## src/svoa_pkg.sv

```systemverilog
// ----------------------------------------------------------------------------
// svoa_pkg: shared types, constants and tables of the synth voice
// envelope rate table, sustain levels, exponential divider, register indexes
// ----------------------------------------------------------------------------
package svoa_pkg;

	localparam int PHASE_W = 24;
	localparam int NOISE_W = 23;
	localparam int RATE_W  = 15;
	localparam int LEVEL_W = 8;
	localparam int WAVE_W  = 16;
	localparam int FREQ_W  = 16;
	localparam int PW_W    = 12;
	localparam int CTRL_W  = 8;

	localparam int CFG_IDX_W  = 3;
	localparam int CFG_DATA_W = 16;

	localparam int S_DATA_W = 32;
	localparam int M_DATA_W = 80;

	localparam logic [NOISE_W-1:0] NOISE_SEED = 23'h7ffff8;
	localparam logic [LEVEL_W-1:0] LEVEL_MAX  = 8'hff;

	// register indexes of the configuration port
	localparam logic [CFG_IDX_W-1:0] REG_FREQUENCY       = 3'd0;
	localparam logic [CFG_IDX_W-1:0] REG_PULSE_WIDTH     = 3'd1;
	localparam logic [CFG_IDX_W-1:0] REG_CONTROL         = 3'd2;
	localparam logic [CFG_IDX_W-1:0] REG_ATTACK_DECAY    = 3'd3;
	localparam logic [CFG_IDX_W-1:0] REG_SUSTAIN_RELEASE = 3'd4;

	// waveform select codes (control bits 7..4)
	localparam logic [3:0] WAVE_TRI       = 4'h1;
	localparam logic [3:0] WAVE_SAW       = 4'h2;
	localparam logic [3:0] WAVE_PULSE     = 4'h4;
	localparam logic [3:0] WAVE_PULSE_TRI = 4'h5;
	localparam logic [3:0] WAVE_PULSE_SAW = 4'h6;
	localparam logic [3:0] WAVE_PULSE_TS  = 4'h7;
	localparam logic [3:0] WAVE_NOISE     = 4'h8;

	typedef enum logic [1:0] {
		PH_ATTACK  = 2'd0,
		PH_DECAY   = 2'd1,
		PH_RELEASE = 2'd2
	} env_phase_t;

	// envelope step period in ticks
	function automatic logic [RATE_W-1:0] rate_lookup(input logic [3:0] idx);
		logic [RATE_W-1:0] r;
		case (idx)
			4'd0:    r = 15'd9;
			4'd1:    r = 15'd32;
			4'd2:    r = 15'd63;
			4'd3:    r = 15'd95;
			4'd4:    r = 15'd149;
			4'd5:    r = 15'd220;
			4'd6:    r = 15'd267;
			4'd7:    r = 15'd313;
			4'd8:    r = 15'd392;
			4'd9:    r = 15'd977;
			4'd10:   r = 15'd1954;
			4'd11:   r = 15'd3126;
			4'd12:   r = 15'd3907;
			4'd13:   r = 15'd11720;
			4'd14:   r = 15'd19532;
			default: r = 15'd31251;
		endcase
		return r;
	endfunction

	function automatic logic [LEVEL_W-1:0] sustain_level(input logic [3:0] idx);
		return {idx, idx};
	endfunction

	// piecewise-exponential decay divider
	function automatic logic [4:0] exp_div(input logic [LEVEL_W-1:0] lvl);
		logic [4:0] d;
		case (lvl) inside
			[8'd1:8'd5]:   d = 5'd30;
			[8'd6:8'd13]:  d = 5'd16;
			[8'd14:8'd25]: d = 5'd8;
			[8'd26:8'd51]: d = 5'd4;
			[8'd52:8'd92]: d = 5'd2;
			default:       d = 5'd1;
		endcase
		return d;
	endfunction

endpackage

```

## src/synth_voice_osc_adsr.sv

```systemverilog
// ----------------------------------------------------------------------------
// synth_voice_osc_adsr: one oscillator voice with adsr envelope
// a beat goes from the input register to the result register when that is free
// throughput: one beat per cycle unless m_tready stalls the result register
// the whole tick (envelope, accumulator, noise, wave, product) is one pass
// reset: async active low; config regs 0, accumulator 0, noise seed 0x7ffff8,
// envelope in release at level 0, both pipeline stages empty
// ----------------------------------------------------------------------------
module synth_voice_osc_adsr
	import svoa_pkg::*;
(
	input  logic                  clk,
	input  logic                  arst_n,
	// configuration write port
	input  logic                  cfg_we,
	input  logic [CFG_IDX_W-1:0]  cfg_index,
	input  logic [CFG_DATA_W-1:0] cfg_data,
	// input stream
	input  logic                  s_tvalid,
	output logic                  s_tready,
	// advance[0], source_phase[24:1], source_sync_pulse[25], zero pad
	input  logic [S_DATA_W-1:0]   s_tdata,
	// result stream
	output logic                  m_tvalid,
	input  logic                  m_tready,
	// wave_value[15:0], envelope_level[23:16], scaled_sample[47:24],
	// sync_pulse[48], phase[72:49], zero pad
	output logic [M_DATA_W-1:0]   m_tdata
);

	// configuration registers
	logic [FREQ_W-1:0]  freq_q;
	logic [PW_W-1:0]    pw_q;
	logic [CTRL_W-1:0]  ctrl_q;
	logic [7:0]         ad_q;
	logic [7:0]         sr_q;

	// voice state
	logic [PHASE_W-1:0] phase_acc_q;
	logic [NOISE_W-1:0] noise_q;
	logic [RATE_W-1:0]  rate_cnt_q;
	logic [7:0]         exp_cnt_q;
	logic [LEVEL_W-1:0] env_level_q;
	env_phase_t         env_phase_q;

	// input stage
	logic               valid_s1;
	logic               adv_s1;
	logic [PHASE_W-1:0] src_phase_s1;
	logic               src_sync_s1;

	// result stage
	logic               out_valid_q;
	logic [M_DATA_W-1:0] out_data_q;

	logic stage_go;

	// the input stage moves whenever the result register is free or draining
	assign stage_go = valid_s1 && (!out_valid_q || m_tready);
	assign s_tready = !valid_s1 || stage_go;
	assign m_tvalid = out_valid_q;
	assign m_tdata  = out_data_q;

	// control bit fields
	logic       gate;
	logic       sync_en;
	logic       ring_en;
	logic       test_en;
	logic [3:0] wave_sel;

	assign gate     = ctrl_q[0];
	assign sync_en  = ctrl_q[1];
	assign ring_en  = ctrl_q[2];
	assign test_en  = ctrl_q[3];
	assign wave_sel = ctrl_q[7:4];

	// ---------------------------------------------------------------- envelope
	env_phase_t         ph_n;
	logic [RATE_W-1:0]  rate_sel;
	logic [RATE_W-1:0]  rc_inc;
	logic [RATE_W-1:0]  rate_cnt_n;
	logic [7:0]         ec_inc;
	logic [7:0]         exp_cnt_n;
	logic [LEVEL_W-1:0] level_n;

	always_comb begin
		// gate picks the phase before the step
		ph_n = env_phase_q;
		if (gate) begin
			if (env_phase_q != PH_ATTACK && env_phase_q != PH_DECAY) begin
				ph_n = PH_ATTACK;
			end
		end else begin
			ph_n = PH_RELEASE;
		end

		case (ph_n)
			PH_ATTACK: rate_sel = rate_lookup(ad_q[7:4]);
			PH_DECAY:  rate_sel = rate_lookup(ad_q[3:0]);
			default:   rate_sel = rate_lookup(sr_q[3:0]);
		endcase

		rc_inc     = rate_cnt_q + 15'd1;
		ec_inc     = exp_cnt_q + 8'd1;
		rate_cnt_n = rc_inc;
		exp_cnt_n  = exp_cnt_q;
		level_n    = env_level_q;

		// rate counter hit: one envelope step
		if (rc_inc == rate_sel) begin
			rate_cnt_n = '0;
			case (ph_n)
				PH_ATTACK: begin
					exp_cnt_n = '0;
					if (env_level_q != LEVEL_MAX) begin
						level_n = env_level_q + 8'd1;
					end
					// attack tops out at full scale and hands over to decay
					if (level_n == LEVEL_MAX) begin
						ph_n = PH_DECAY;
					end
				end
				PH_DECAY: begin
					exp_cnt_n = ec_inc;
					if (ec_inc >= {3'b0, exp_div(env_level_q)}) begin
						exp_cnt_n = '0;
						if (env_level_q > sustain_level(sr_q[7:4])) begin
							level_n = env_level_q - 8'd1;
						end
					end
				end
				default: begin
					// release stops quietly at zero
					if (env_level_q != '0) begin
						exp_cnt_n = ec_inc;
						if (ec_inc >= {3'b0, exp_div(env_level_q)}) begin
							exp_cnt_n = '0;
							level_n   = env_level_q - 8'd1;
						end
					end
				end
			endcase
		end
	end

	// ------------------------------------------------------------- oscillator
	logic [PHASE_W-1:0] ph_sum;
	logic [PHASE_W-1:0] phase_n;
	logic [NOISE_W-1:0] noise_n;
	logic               sync_n;

	assign ph_sum = phase_acc_q + {{(PHASE_W-FREQ_W){1'b0}}, freq_q};

	always_comb begin
		phase_n = phase_acc_q;
		noise_n = noise_q;
		sync_n  = 1'b0;
		if (test_en) begin
			// test bit holds the accumulator at zero and freezes the noise
			phase_n = '0;
		end else if (freq_q != '0) begin
			phase_n = ph_sum;
			if (!phase_acc_q[19] && ph_sum[19]) begin
				noise_n = {noise_q[NOISE_W-2:0], noise_q[22] ^ noise_q[17]};
			end
			sync_n = !phase_acc_q[23] && ph_sum[23];
		end
		// hard sync from the neighbor clears after our own pulse check
		if (sync_en && src_sync_s1) begin
			phase_n = '0;
		end
	end

	// state seen by the wave logic: stepped on advance, current otherwise
	logic [PHASE_W-1:0] phase_e;
	logic [NOISE_W-1:0] noise_e;
	logic [LEVEL_W-1:0] level_e;
	logic               sync_e;

	assign phase_e = adv_s1 ? phase_n : phase_acc_q;
	assign noise_e = adv_s1 ? noise_n : noise_q;
	assign level_e = adv_s1 ? level_n : env_level_q;
	assign sync_e  = adv_s1 && sync_n;

	// ---------------------------------------------------------------- waves
	logic               tri_fold;
	logic [WAVE_W-1:0]  tri_w;
	logic [WAVE_W-1:0]  saw_w;
	logic [WAVE_W-1:0]  sq_w;
	logic [WAVE_W-1:0]  noise_w;
	logic [WAVE_W-1:0]  wave_v;

	// and-combined waves, shifted up by one and clipped at full scale
	function automatic logic [WAVE_W-1:0] combine(input logic [WAVE_W-1:0] sq,
	                                              input logic [WAVE_W-1:0] w);
		logic [WAVE_W-1:0] m;
		m = sq & w & {1'b0, w[WAVE_W-1:1]} & {w[WAVE_W-2:0], 1'b0};
		return m[WAVE_W-1] ? {WAVE_W{1'b1}} : {m[WAVE_W-2:0], 1'b0};
	endfunction

	assign tri_fold = phase_e[23] ^ (ring_en & src_phase_s1[23]);
	assign tri_w    = tri_fold ? ~phase_e[22:7] : phase_e[22:7];
	assign saw_w    = phase_e[23:8];
	assign sq_w     = (phase_e[23:12] >= pw_q) ? {WAVE_W{1'b1}} : '0;
	assign noise_w  = {noise_e[20], noise_e[18], noise_e[14], noise_e[11],
	                   noise_e[9], noise_e[5], noise_e[2], noise_e[0], 8'h00};

	always_comb begin
		if (level_e == '0) begin
			wave_v = '0;
		end else begin
			case (wave_sel)
				WAVE_TRI:       wave_v = tri_w;
				WAVE_SAW:       wave_v = saw_w;
				WAVE_PULSE:     wave_v = sq_w;
				WAVE_PULSE_TRI: wave_v = combine(sq_w, tri_w);
				WAVE_PULSE_SAW: wave_v = combine(sq_w, saw_w);
				WAVE_PULSE_TS:  wave_v = combine(sq_w, tri_w & saw_w);
				WAVE_NOISE:     wave_v = noise_w;
				default:        wave_v = '0;
			endcase
		end
	end

	// offset-binary to signed is an msb flip; one 16x9 signed multiply
	logic signed [WAVE_W-1:0]  wave_s;
	logic signed [LEVEL_W:0]   level_s;
	logic signed [WAVE_W+LEVEL_W:0] product;

	assign wave_s  = {~wave_v[WAVE_W-1], wave_v[WAVE_W-2:0]};
	assign level_s = {1'b0, level_e};
	assign product = (WAVE_W+LEVEL_W+1)'(wave_s) * (WAVE_W+LEVEL_W+1)'(level_s);

	// --------------------------------------------------------------- registers
	always_ff @(posedge clk or negedge arst_n) begin
		if (!arst_n) begin
			freq_q <= '0;
			pw_q   <= '0;
			ctrl_q <= '0;
			ad_q   <= '0;
			sr_q   <= '0;
		end else if (cfg_we) begin
			case (cfg_index)
				REG_FREQUENCY:       freq_q <= cfg_data;
				REG_PULSE_WIDTH:     pw_q   <= cfg_data[PW_W-1:0];
				REG_CONTROL:         ctrl_q <= cfg_data[CTRL_W-1:0];
				REG_ATTACK_DECAY:    ad_q   <= cfg_data[7:0];
				REG_SUSTAIN_RELEASE: sr_q   <= cfg_data[7:0];
				default: ;
			endcase
		end
	end

	always_ff @(posedge clk or negedge arst_n) begin
		if (!arst_n) begin
			phase_acc_q <= '0;
			noise_q     <= NOISE_SEED;
			rate_cnt_q  <= '0;
			exp_cnt_q   <= '0;
			env_level_q <= '0;
			env_phase_q <= PH_RELEASE;
		end else if (stage_go && adv_s1) begin
			phase_acc_q <= phase_n;
			noise_q     <= noise_n;
			rate_cnt_q  <= rate_cnt_n;
			exp_cnt_q   <= exp_cnt_n;
			env_level_q <= level_n;
			env_phase_q <= ph_n;
		end
	end

	// input stage
	always_ff @(posedge clk or negedge arst_n) begin
		if (!arst_n) begin
			valid_s1 <= 1'b0;
		end else if (s_tready) begin
			valid_s1 <= s_tvalid;
		end
	end

	always_ff @(posedge clk) begin
		if (s_tvalid && s_tready) begin
			adv_s1       <= s_tdata[0];
			src_phase_s1 <= s_tdata[24:1];
			src_sync_s1  <= s_tdata[25];
		end
	end

	// result stage
	always_ff @(posedge clk or negedge arst_n) begin
		if (!arst_n) begin
			out_valid_q <= 1'b0;
		end else if (stage_go) begin
			out_valid_q <= 1'b1;
		end else if (m_tready) begin
			out_valid_q <= 1'b0;
		end
	end

	always_ff @(posedge clk) begin
		if (stage_go) begin
			out_data_q <= {7'b0, phase_e, sync_e, product[23:0], level_e, wave_v};
		end
	end

`ifndef ASSERT_OFF
	// an item without advance leaves the voice untouched and flags no sync
	a_no_advance_hold: assert property (@(posedge clk) disable iff (!arst_n)
		(stage_go && !adv_s1) |=> ($stable(phase_acc_q) && $stable(env_level_q)
			&& $stable(noise_q) && !out_data_q[48]))
		else $error("voice state moved on a non-advancing beat");

	// test bit clears the accumulator on every advancing tick
	a_test_clears: assert property (@(posedge clk) disable iff (!arst_n)
		(stage_go && adv_s1 && test_en) |=> (phase_acc_q == '0))
		else $error("accumulator not cleared under test bit");

	// the noise register can never fall into the all-zero lockup
	a_noise_alive: assert property (@(posedge clk) disable iff (!arst_n)
		noise_q != '0)
		else $error("noise shift register reached zero");

	// attack only ever raises the level
	a_attack_up: assert property (@(posedge clk) disable iff (!arst_n)
		(stage_go && adv_s1 && gate && env_phase_q != PH_DECAY)
			|=> (env_level_q >= $past(env_level_q)))
		else $error("envelope fell during attack");

	// a waiting input beat is never dropped
	a_s1_kept: assert property (@(posedge clk) disable iff (!arst_n)
		(valid_s1 && !stage_go) |=> valid_s1)
		else $error("pending input beat lost");
`endif

endmodule

```

## config.mk

```make
export PLATFORM = sky130hd
export DESIGN_NAME = synth_voice_osc_adsr
export DESIGN_NICKNAME = d
export VERILOG_FILES = /design/src/svoa_pkg.sv /design/src/synth_voice_osc_adsr.sv
export SDC_FILE = /design/constraint.sdc
export NUM_CORES = 1
export LEC_CHECK = 0
export ABC_AREA = 1
export BUFFER_PORTS_ARGS = -buffer_cell sky130_fd_sc_hd__buf_2
export CORE_MARGIN = 3
export CORE_UTILIZATION = 55
export CTS_CLUSTER_DIAMETER = 30
export DETAILED_ROUTE_END_ITERATION = 16
export GPL_TIMING_DRIVEN = 0
export MAX_ROUTING_LAYER = met4
export PLACE_DENSITY = 0.74
export SLEW_MARGIN = 15
export SYNTH_ARGS = -nofsm -noshare
export SYNTH_HDL_FRONTEND = slang
export SYNTH_SLANG_ARGS = --single-unit
```

## constraint.sdc

```tcl
create_clock -name clk -period 9.42 [get_ports clk]
set_input_delay 1.884 -clock clk [delete_from_list [all_inputs] [get_ports clk]]
set_output_delay 1.884 -clock clk [all_outputs]
set_load 0.01 [all_outputs]
```

# Yosys cells after proc, flatten, opt, wreduce, memory -nomap -nowiden
# Memories as Yosys holds them, arrays and structs flattened.
# Cells that the tools add are included.
# totals
input_bits,56
regBits,233
out_inout_bits,82
mem_count,3
mem_bits_ro,720
# classes
n_addsub,5
n_mux,50
order_cmp,14
n_bitwise,15
multipliers,1
eq_ne,16
reduce_logical,34
# memory_table
memory,depth,word_bits,read_ports,rd_clocked_by_memory_dff,write_ports,line,rtl
(no name shown),16,15,1,0,0,svoa_pkg.sv:50,case (idx)
(no name shown),16,15,1,0,0,svoa_pkg.sv:50,
(no name shown),16,15,1,0,0,svoa_pkg.sv:50,
# op_table
op,n
$and 16x16->16,7
$pmux 16 s7,1
$mux 16,6
$mux 24,4
$mux 8,12
$mux 23,3
$and 16x15->16,3
$mux 5,7
$pmux 8 s2,2
$pmux 15 s2,1
$add 24x16->24,1
$mul 16x9->24,1
$mux 21,1
$add 8x1->8 const B,2
$eq 4x3->1 const B,4
$ge 8x5->1,2
$not 16->16,1
$reduce_bool 16->1,1
$add 15x1->15 const B,1
$eq 15x15->1,1
$mux 15,1
$logic_and 1x1->1,13
$ge 12x12->1,1
$mux 2,6
39 further kinds,53

# Depth between registers and ports, before layout
# Gate-level depths: netlist (run 1).
# logic_depth
word_depth,20
depth_mapped,58

# Worst setup path after synthesis (run 1)
# OpenSTA, ideal clock, no wires.
# synth_path
path_type,register to register
start,register phase_acc_q[11]
end,"register out_data_q[47], in the netlist m_tdata[47] (data pin)"
t_arrival_ns,7.778
setup_time_ns,0.260
slack_ns,1.382
path_stages_with_launch,53
path_buffers,0
cell_sequence,dfrtp_1 ha_1 nand2_1 nor2_1 nand2_1 nor2_1 nor2_1 nand2_1 inv_1 nor2_1 ha_1 a21oi_1 o21ai_0 nand2_1 nand2_1 inv_1 ha_1 a21oi_1 (+17 left out) fa_1 inv_1 fa_1 inv_1 ha_1 inv_1 o21bai_1 nand3_1 o21bai_1 nand3_1 nand2_1 nand3_1 nand2_1 nand2_1 nand2_1 nand2_1 nand2_1 xor2_1
# synth_rtl
element,line,rtl
start: declaration,synth_voice_osc_adsr.sv:39,logic [PHASE_W-1:0] phase_acc_q;
start signal: assignment,synth_voice_osc_adsr.sv:263,phase_acc_q <= phase_n;
$add 24x16->24 (*),synth_voice_osc_adsr.sv:152,"assign ph_sum = phase_acc_q + {{(PHASE_W-FREQ_W){1'b0}}, freq_q};"
$mux 24 (*),synth_voice_osc_adsr.sv:161,end else if (freq_q != '0) begin
$mux 24 (*),synth_voice_osc_adsr.sv:158,if (test_en) begin
$mux 24 (*),synth_voice_osc_adsr.sv:169,if (sync_en && src_sync_s1) begin
$mux 24 (*),synth_voice_osc_adsr.sv:180,assign phase_e = adv_s1 ? phase_n : phase_acc_q;
via phase_e[19],synth_voice_osc_adsr.sv:175,logic [PHASE_W-1:0] phase_e;
$ge 12x12->1 or $not 16->16 (tied branches),"synth_voice_osc_adsr.sv:204, synth_voice_osc_adsr.sv:202",
"$mux 16, on equally long branches","synth_voice_osc_adsr.sv:204, synth_voice_osc_adsr.sv:202",
"$and 16x16->16, on equally long branches","synth_voice_osc_adsr.sv:197, synth_voice_osc_adsr.sv:218",
$and 16x15->16 or $and 16x16->16 (tied branches),synth_voice_osc_adsr.sv:197,"m = sq & w & {1'b0, w[WAVE_W-1:1]} & {w[WAVE_W-2:0], 1'b0};"
$and 16x16->16 or $and 16x15->16 (tied branches),synth_voice_osc_adsr.sv:197,
$mux 16 or $and 16x16->16 (tied branches),"synth_voice_osc_adsr.sv:198, synth_voice_osc_adsr.sv:197",
$pmux 16 s7 (*),synth_voice_osc_adsr.sv:212,case (wave_sel)
$mux 16 (*),synth_voice_osc_adsr.sv:209,if (level_e == '0) begin
$not 1->1 or $mux 16 (tied branches),"synth_voice_osc_adsr.sv:230, synth_voice_osc_adsr.sv:209",
$mul 16x9->24 (*),synth_voice_osc_adsr.sv:232,assign product = (WAVE_W+LEVEL_W+1)'(wave_s) * (WAVE_W+LEVEL_W+1)'(level_s);
via product[23],synth_voice_osc_adsr.sv:228,logic signed [WAVE_W+LEVEL_W:0] product;
end signal: assignment,synth_voice_osc_adsr.sv:302,"out_data_q <= {7'b0, phase_e, sync_e, product[23:0], level_e, wave_v};"
end: declaration,synth_voice_osc_adsr.sv:54,logic [M_DATA_W-1:0] out_data_q;
# The timed path passes the listed nets; every way through them passes the cells marked *.
# A chain may end at the register's enable or synchronous reset.

# Final worst setup path (run 1)
# layout_path
start,register freq_q[2]
end,"register out_data_q[46], in the netlist m_tdata[46] (data pin)"
# layout_between
elab_chain_len,16
# layout_lines
element,line,rtl
start: declaration,synth_voice_osc_adsr.sv:32,logic [FREQ_W-1:0] freq_q;
start signal: assignment,synth_voice_osc_adsr.sv:244,REG_FREQUENCY: freq_q <= cfg_data;
$add 24x16->24 or $reduce_bool 16->1 (tied branches),"synth_voice_osc_adsr.sv:152, synth_voice_osc_adsr.sv:161",
$mux 24 (*),synth_voice_osc_adsr.sv:161,
$mux 24 (*),synth_voice_osc_adsr.sv:158,
$mux 24 (*),synth_voice_osc_adsr.sv:169,
$mux 24 (*),synth_voice_osc_adsr.sv:180,
via phase_e[23],synth_voice_osc_adsr.sv:175,
branches (longest 7 deep; another with $ge 12x12->1),n/a,
$pmux 16 s7 (*),synth_voice_osc_adsr.sv:212,
$mux 16 (*),synth_voice_osc_adsr.sv:209,
$not 1->1,synth_voice_osc_adsr.sv:230,"assign wave_s = {~wave_v[WAVE_W-1], wave_v[WAVE_W-2:0]};"
$mul 16x9->24 (*),synth_voice_osc_adsr.sv:232,
via product[22],synth_voice_osc_adsr.sv:228,
# Mark *: on every way through the listed nets, which the timed path passes.

==> impl_metrics.yaml, run 1 <==
cells_and_area:
  antenna_cells: 0
  layout-drive-gt1-share: 0.156
  fin_cells: 3279
  final_cell_mix: "nand2_1, inv_1, nand3_1"
  layout_commonest_cell: "nand2_1"
  utilization: 0.651
  area.growth.synth_to_final_pct: 16.6
  layout.nets: 3070
  fillers: 3031
synth:
  synth_seq_cells: 210
  avgSynthCellArea_sq_um: 7.40
  ys_top_cells_by_area: "dfrtp_1, nand2_1, edfxtp_1"
  synth_edf_count: 76
  async_flop_share: 0.638
  syn_inst: 2615
  yosysWarnings: 0
  synthesis.area_sq_mm: 0.0193
  synth-seq-area-share: 0.293
  synth_top_area_frac: 0.146
  post_synth_num_cell_types: 57
  yosysTopAreaCell: "dfrtp_1"
  synth-main-ff-cell: "dfrtp_1"
timing:
  final.setup_skew_ns: 0.0228
  final_hold_viol_count: 0
  relSlewSlack: 0.452
  slew_violations: 0
  timing.final.crit_share: 0.938
  worst_pin_slew_ns: 0.818
  fin_crit_ns: 8.83
  fmax_mhz: 113
  setup_viol: 0
floorplan:
  die-area_sq_mm: 0.0375
  die_y_um: 194
  initial_core_util: 0.559
  fp-row-count: 68
  core-area_sq_mm: 0.0346
  boundaryPins: 138
  die_w_um: 194
setup_path:
  regToRegEndpoint: "m_tdata[46]"
  cp_common_cell: "nand2_1"
  start_kind: "flop"
  r2r_start: "freq_q[2]"
  ff2ff_path_depth: 46
  worst_ep_arrival_time_ns: 9.15
  cpPeakStageDelay_ns: 0.56
  critical_path_class: "reg -> reg"
  cp_max_fo: 10
  endpoint_kind: "flop"
  rrSetupSlack_ns: 0.59
  required_ns: 9.74
  slowest_stage: "fa_1"
drt:
  vias_per_cell: 5.57
  wl_mm: 56.9
  drt.antenna.violating_nets: 0
  drc: 0
  vias: 18300
  post_drt_wl_per_cell_um: 17.3
  dr.pass1.iters: 6
  drt-initial-drc-count: 1477
global_route:
  overflow: 0
  grt_pass1_vias: 17900
  grt_max_degree: 102
  antenna_found_initial: 0
  grt_pass1_wl_mm: 92.6
  grt_usage: 0.312
clock_network:
  cts_hold_buf: 0
  clkTransAtPathRegs_ns: 0.05
  ctsHtreeMaxLevel: 2
  cts_tree: "built"
  clk_latency_ns: 0.57
  cts-root-buf: "clkbuf_16"
  clock_sinks: 210
  numCtsBuffers: 50
  cts-root-to-sink-buffers: 3
place:
  placed_cells: 3179
  detailed_place_hpwl_mm: 44.0
  finalWeightedCongestion: 0.995
  port-buffer-count: 101
power:
  netSwitchingFraction: 0.464
  power_frac_seq: 0.195
  cellPowerDensity_mw_per_mm2: 348
  pwr-share-comb: 0.578
  leakage_nw: 11.5
  pwr-share-clk: 0.227
  ir_drop_mv: 0.516
  p_int_mw: 4.21
  power.switching_mw: 3.64
  finalPower_mw: 7.84
flow_run:
  maxCapViolations: 0
hold_path:
  min_path_type: "reg -> reg"
  hold_path_depth: 2
run_status:
  status: "finished clean"
-- per-stage QoR --
stage	hold slack (ns)	instance area (sq um)	setup WS [ns]	setup TNS (ns)
floorplan	0.444	19400	1.38	0
global placement	0.454	20400	-0.410	-1.85
detailed placement	0.460	20500	-0.537	-2.89
CTS	0.466	22300	0.0112	0
global route	0.477	22600	-0.0872	-0.142
finish	0.469	22600	0.588	0
-- cell families after synthesis --
| logic type | share of synthesized area |
|---|---|
| xor gates and xnor gates | 0.0217 |
| buffers and inverters | 0.0935 |
| AOI/OAI and AO/OA | 0.0873 |
| other | 0.000194 |
| DFF | 0.293 |
| adders and majority gates | 0.189 |
| and+or+nand+nor | 0.314 |
| muxes | 0.00233 |
-- critical path: cells and delay by family (launching register included) --
| family | cells | cell delay [ns] |
|---|---|---|
| and+or+nand+nor | 26 | 2.88 |
| adders and majority gates | 8 | 3.40 |
| DFF | 1 | 0.45 |
| buffers and inverters | 4 | 0.48 |
| AOI/OAI and AO/OA | 7 | 1.30 |
| xor gates and xnor gates | 1 | 0.07 |
-- cell usage after synthesis, drive strengths merged, types with 8 or more instances --
| cell | number |
|---|---|
| dfrtp | 113 |
| nand4 | 33 |
| xor2 | 35 |
| clkbuf | 44 |
| fa | 101 |
| edfxtp | 76 |
| a21oi | 84 |
| nor3 | 22 |
| o21ai | 181 |
| o211ai | 13 |
| buf | 42 |
| nand3 | 269 |
| clkinv | 8 |
| ha | 130 |
| inv | 360 |
| nand2 | 749 |
| dfstp | 21 |
| xnor2 | 13 |
| o21bai | 9 |
| o22ai | 11 |
| nor2 | 262 |
-- layout make-up --
cell class              count  area (sq um)  share of cell area
plain buffers              85           433              0.0192
multi-input cells        1957         12100               0.537
flip-flops and latches    210          5670               0.251
repair buffers            111           631              0.0280
well taps                 455           569              0.0252
inverters                 368          1400              0.0619
clock inverters            35           417              0.0185
clock buffers              58          1330              0.0591
-- worst max path at each step --
stage / from / to / slack, ns / cells after the start
after floorplan: phase_acc_q[11] / m_tdata[47] / 1.38 / 52
after global routing: phase_acc_q[11] / m_tdata[47] / -0.09 / 51
after CTS: env_level_q[0] / m_tdata[46] / 0.01 / 48
after detailed placement: phase_acc_q[10] / m_tdata[47] / -0.54 / 52
after global placement: phase_acc_q[11] / m_tdata[47] / -0.41 / 52
final: freq_q[2] / m_tdata[46] / 0.59 / 46
-- metal layers --
metal	wire, um	part of all wire	GRT usage
met1	24600	0.43	0.416
met2	25900	0.45	0.489
met3	4330	0.076	0.0505
met4	2060	0.036	0.104
met5	0	0	-
-- power groups by stage --
stage	sequential (mW)	combinational [mW]	clock (mW)
after floorplan	1.52	3.33	0
after global routing	1.56	5.18	1.86
after detailed placement	1.53	4.41	0
after global placement	1.52	4.27	0
after CTS	1.52	4.44	1.80
final	1.53	4.53	1.78
-- sequential cells by signal, summed over array words and instances, names as in the netlist, named ones only --
register	flops
freq_q	16
m_tvalid	1
env_phase_q	2
phase_acc_q	24
adv_s1	1
valid_s1	1
exp_cnt_q	8
src_sync_s1	1
src_phase_s1	1
env_level_q	8
noise_q	10
pw_q	12
ctrl_q	8
ad_q	8
rate_cnt_q	15
m_tdata	73
sr_q	8
-- what timing repair did --
item	4_1_cts	5_1_grt
buffers inserted	0	8
endpoints found under the hold margin	0	0
resized for setup	9	57
setup endpoints to repair	9	12
pin swaps	0	3
Power figures use the tool's default switching activity.
==> inputs of run 2 (changes only) <==
--- a/config.mk
+++ b/config.mk
@@ -8,12 +8,12 @@
 export ABC_AREA = 1
 export BUFFER_PORTS_ARGS = -buffer_cell sky130_fd_sc_hd__buf_2
 export CORE_MARGIN = 3
-export CORE_UTILIZATION = 55
+export CORE_UTILIZATION = 63
 export CTS_CLUSTER_DIAMETER = 30
 export DETAILED_ROUTE_END_ITERATION = 16
 export GPL_TIMING_DRIVEN = 0
 export MAX_ROUTING_LAYER = met4
-export PLACE_DENSITY = 0.74
+export PLACE_DENSITY = 0.83
 export SLEW_MARGIN = 15
 export SYNTH_ARGS = -nofsm -noshare
 export SYNTH_HDL_FRONTEND = slang
==> run 2 against run 1 <==
  * Via count grew 3.8%
  * Power is 1.9% higher
  * Clock skew decreased by 0.0087 ns
  * Hold slack worse by 0.010 ns
  * Clock-buffer cell count down 3
  * Combinational power up 5.5%
  * Highest routed layer unchanged
==> impl_metrics.yaml, run 2 (synthesis results as in run 1) <==
run_status:
  status: "finished clean"
power:
  leakage_nw: 11.5
  finalPower_mw: 7.99
  cellPowerDensity_mw_per_mm2: 357
  ir_drop_mv: 0.309
place:
  detailed_place_hpwl_mm: 45.2
  finalWeightedCongestion: 0.998
  placed_cells: 3114
  port-buffer-count: 101
  dpl_cell_area_sq_mm: 0.0204
drt:
  wl_mm: 61.1
  drt.antenna.violating_nets: 0
  vias: 19000
  drc: 0
  dr.pass1.iters: 8
  post_drt_wl_per_cell_um: 19.0
  drt-initial-drc-count: 2239
  vias_per_cell: 5.89
setup_path:
  crit_buf_inv: 8
  required_ns: 9.71
  worst_ep_arrival_time_ns: 9.26
  slowest_stage: "fa_1"
  start_kind: "flop"
  cp_max_fo: 10
  cp_common_cell: "nand2_1"
  critical_path_class: "reg -> reg"
  cpPeakStageDelay_ns: 0.57
  endpoint_kind: "flop"
  critPathTopFamily: "adder cells"
floorplan:
  initial_core_util: 0.646
  boundaryPins: 138
  core-area_sq_mm: 0.0300
  die_y_um: 181
  fp-row-count: 63
  die_w_um: 181
  die-area_sq_mm: 0.0328
timing:
  fin_crit_ns: 8.97
  final_hold_viol_count: 0
  fmax_mhz: 112
  setup_viol: 0
  relSlewSlack: 0.232
  final.setup_skew_ns: 0.0140
  timing.final.crit_share: 0.952
  slew_violations: 0
  timing.hold.ws_ns: 0.459
  worst_pin_slew_ns: 1.14
clock_network:
  clock_sinks: 210
  ctsHtreeMaxLevel: 2
  numCtsBuffers: 51
  cts-root-to-sink-buffers: 3
  cts-root-buf: "clkbuf_16"
  cts_tree: "built"
  clkTransAtPathRegs_ns: 0.05
  clk_latency_ns: 0.56
cells_and_area:
  antenna_cells: 0
  layout_commonest_cell: "nand2_1"
  layout-drive-gt1-share: 0.158
  utilization: 0.748
  area.growth.synth_to_final_pct: 15.9
  multi_input_area_sq_mm: 0.0121
  seq_area_sq_mm: 0.00566
  layout.nets: 3076
  fin_cells: 3221
  final_cell_mix: "nand2_1, inv_1, nand3_1"
  fillers: 2226
  fin_area_sq_mm: 0.0224
  largest_reg_flops: 73
global_route:
  grt_pass1_wl_mm: 97.3
  grt_max_degree: 106
  overflow: 0
  antenna_found_initial: 0
  grt_usage: 0.377
  grt_pass1_vias: 18700
hold_path:
  min_path_type: "reg -> reg"
flow_run:
  maxCapViolations: 0
==> run 2: changes by cell type in the layout (fill, tap and decap cells not counted), sizes merged <==
cell,previous run,this run
clkbuf,101,99
clkinvlp,7,8
inv,363,369
bufinv,7,3
clkinv,26,28
buf,153,157
==> run 2: power breakdown <==
group / internal (mW) / total (mW) / leakage [nW] / switching [mW]
clock network: 1.08 / 1.68 / 0.793 / 0.599
registers: 1.33 / 1.53 / 2.41 / 0.205
logic: 1.71 / 4.78 / 8.30 / 3.07
==> run 2: metal layers <==
| layer | part of all wire | up-vias | wire length [um] | GRT usage |
|---|---|---|---|---|
| met2 | 0.46 | 1012 | 28100 | 0.586 |
| met1 | 0.41 | 9008 | 25100 | 0.501 |
| met4 | 0.036 | 0 | 2170 | 0.138 |
| li1 | - | 8750 | - | - |
| met3 | 0.094 | 186 | 5730 | 0.0656 |
| met5 | 0 | - | 0 | - |
==> run 2: worst register-to-register path: cells and delay by family, from the launching register on <==
kind	cells	cell delay, ns
AOI/OAI and AO/OA	5	0.87
xor gates and xnor gates	1	0.07
adders and majority gates	8	3.37
buffers and inverters	8	0.75
DFF	1	0.44
and+or+nand+nor	27	3.21
==> run 2: metrics by stage <==
| stage | setup TNS (ns) | setup WS, ns |
|---|---|---|
| finish | 0 | 0.454 |
| global route | -0.0700 | -0.0411 |
| CTS | 0 | 0.00566 |
| detailed placement | -5.33 | -0.803 |
| global placement | -3.17 | -0.592 |
| floorplan | 0 | 1.38 |
==> run 2: final timing paths <==
path	startpoint	to	slack, ns	cells after the start
max in group asynchronous	arst_n	phase_acc_q[14]	7.35	2
min in group asynchronous	arst_n	exp_cnt_q[3]	1.18	1
min	flop	flop	0.46	2
min reg2reg	flop	flop	0.46	2
max reg2reg	phase_acc_q[14]	m_tdata[45]	0.45	49
max	phase_acc_q[14]	m_tdata[45]	0.45	49
==> run 2: repair_timing <==
action	CTS	global route
setup endpoints to repair	14	11
setup buffers	0	13
hold buffers	0	0
pin swaps	0	4
gates resized for setup	17	53
==> run 2: layout make-up <==
type,count,area share
inverter,368,0.0622
sequential,210,0.253
clock buffer,55,0.0576
tap,390,0.0218
timing repair buffer,116,0.0298
buffer,85,0.0194
multi-input combinational,1957,0.540
clock inverter,40,0.0161
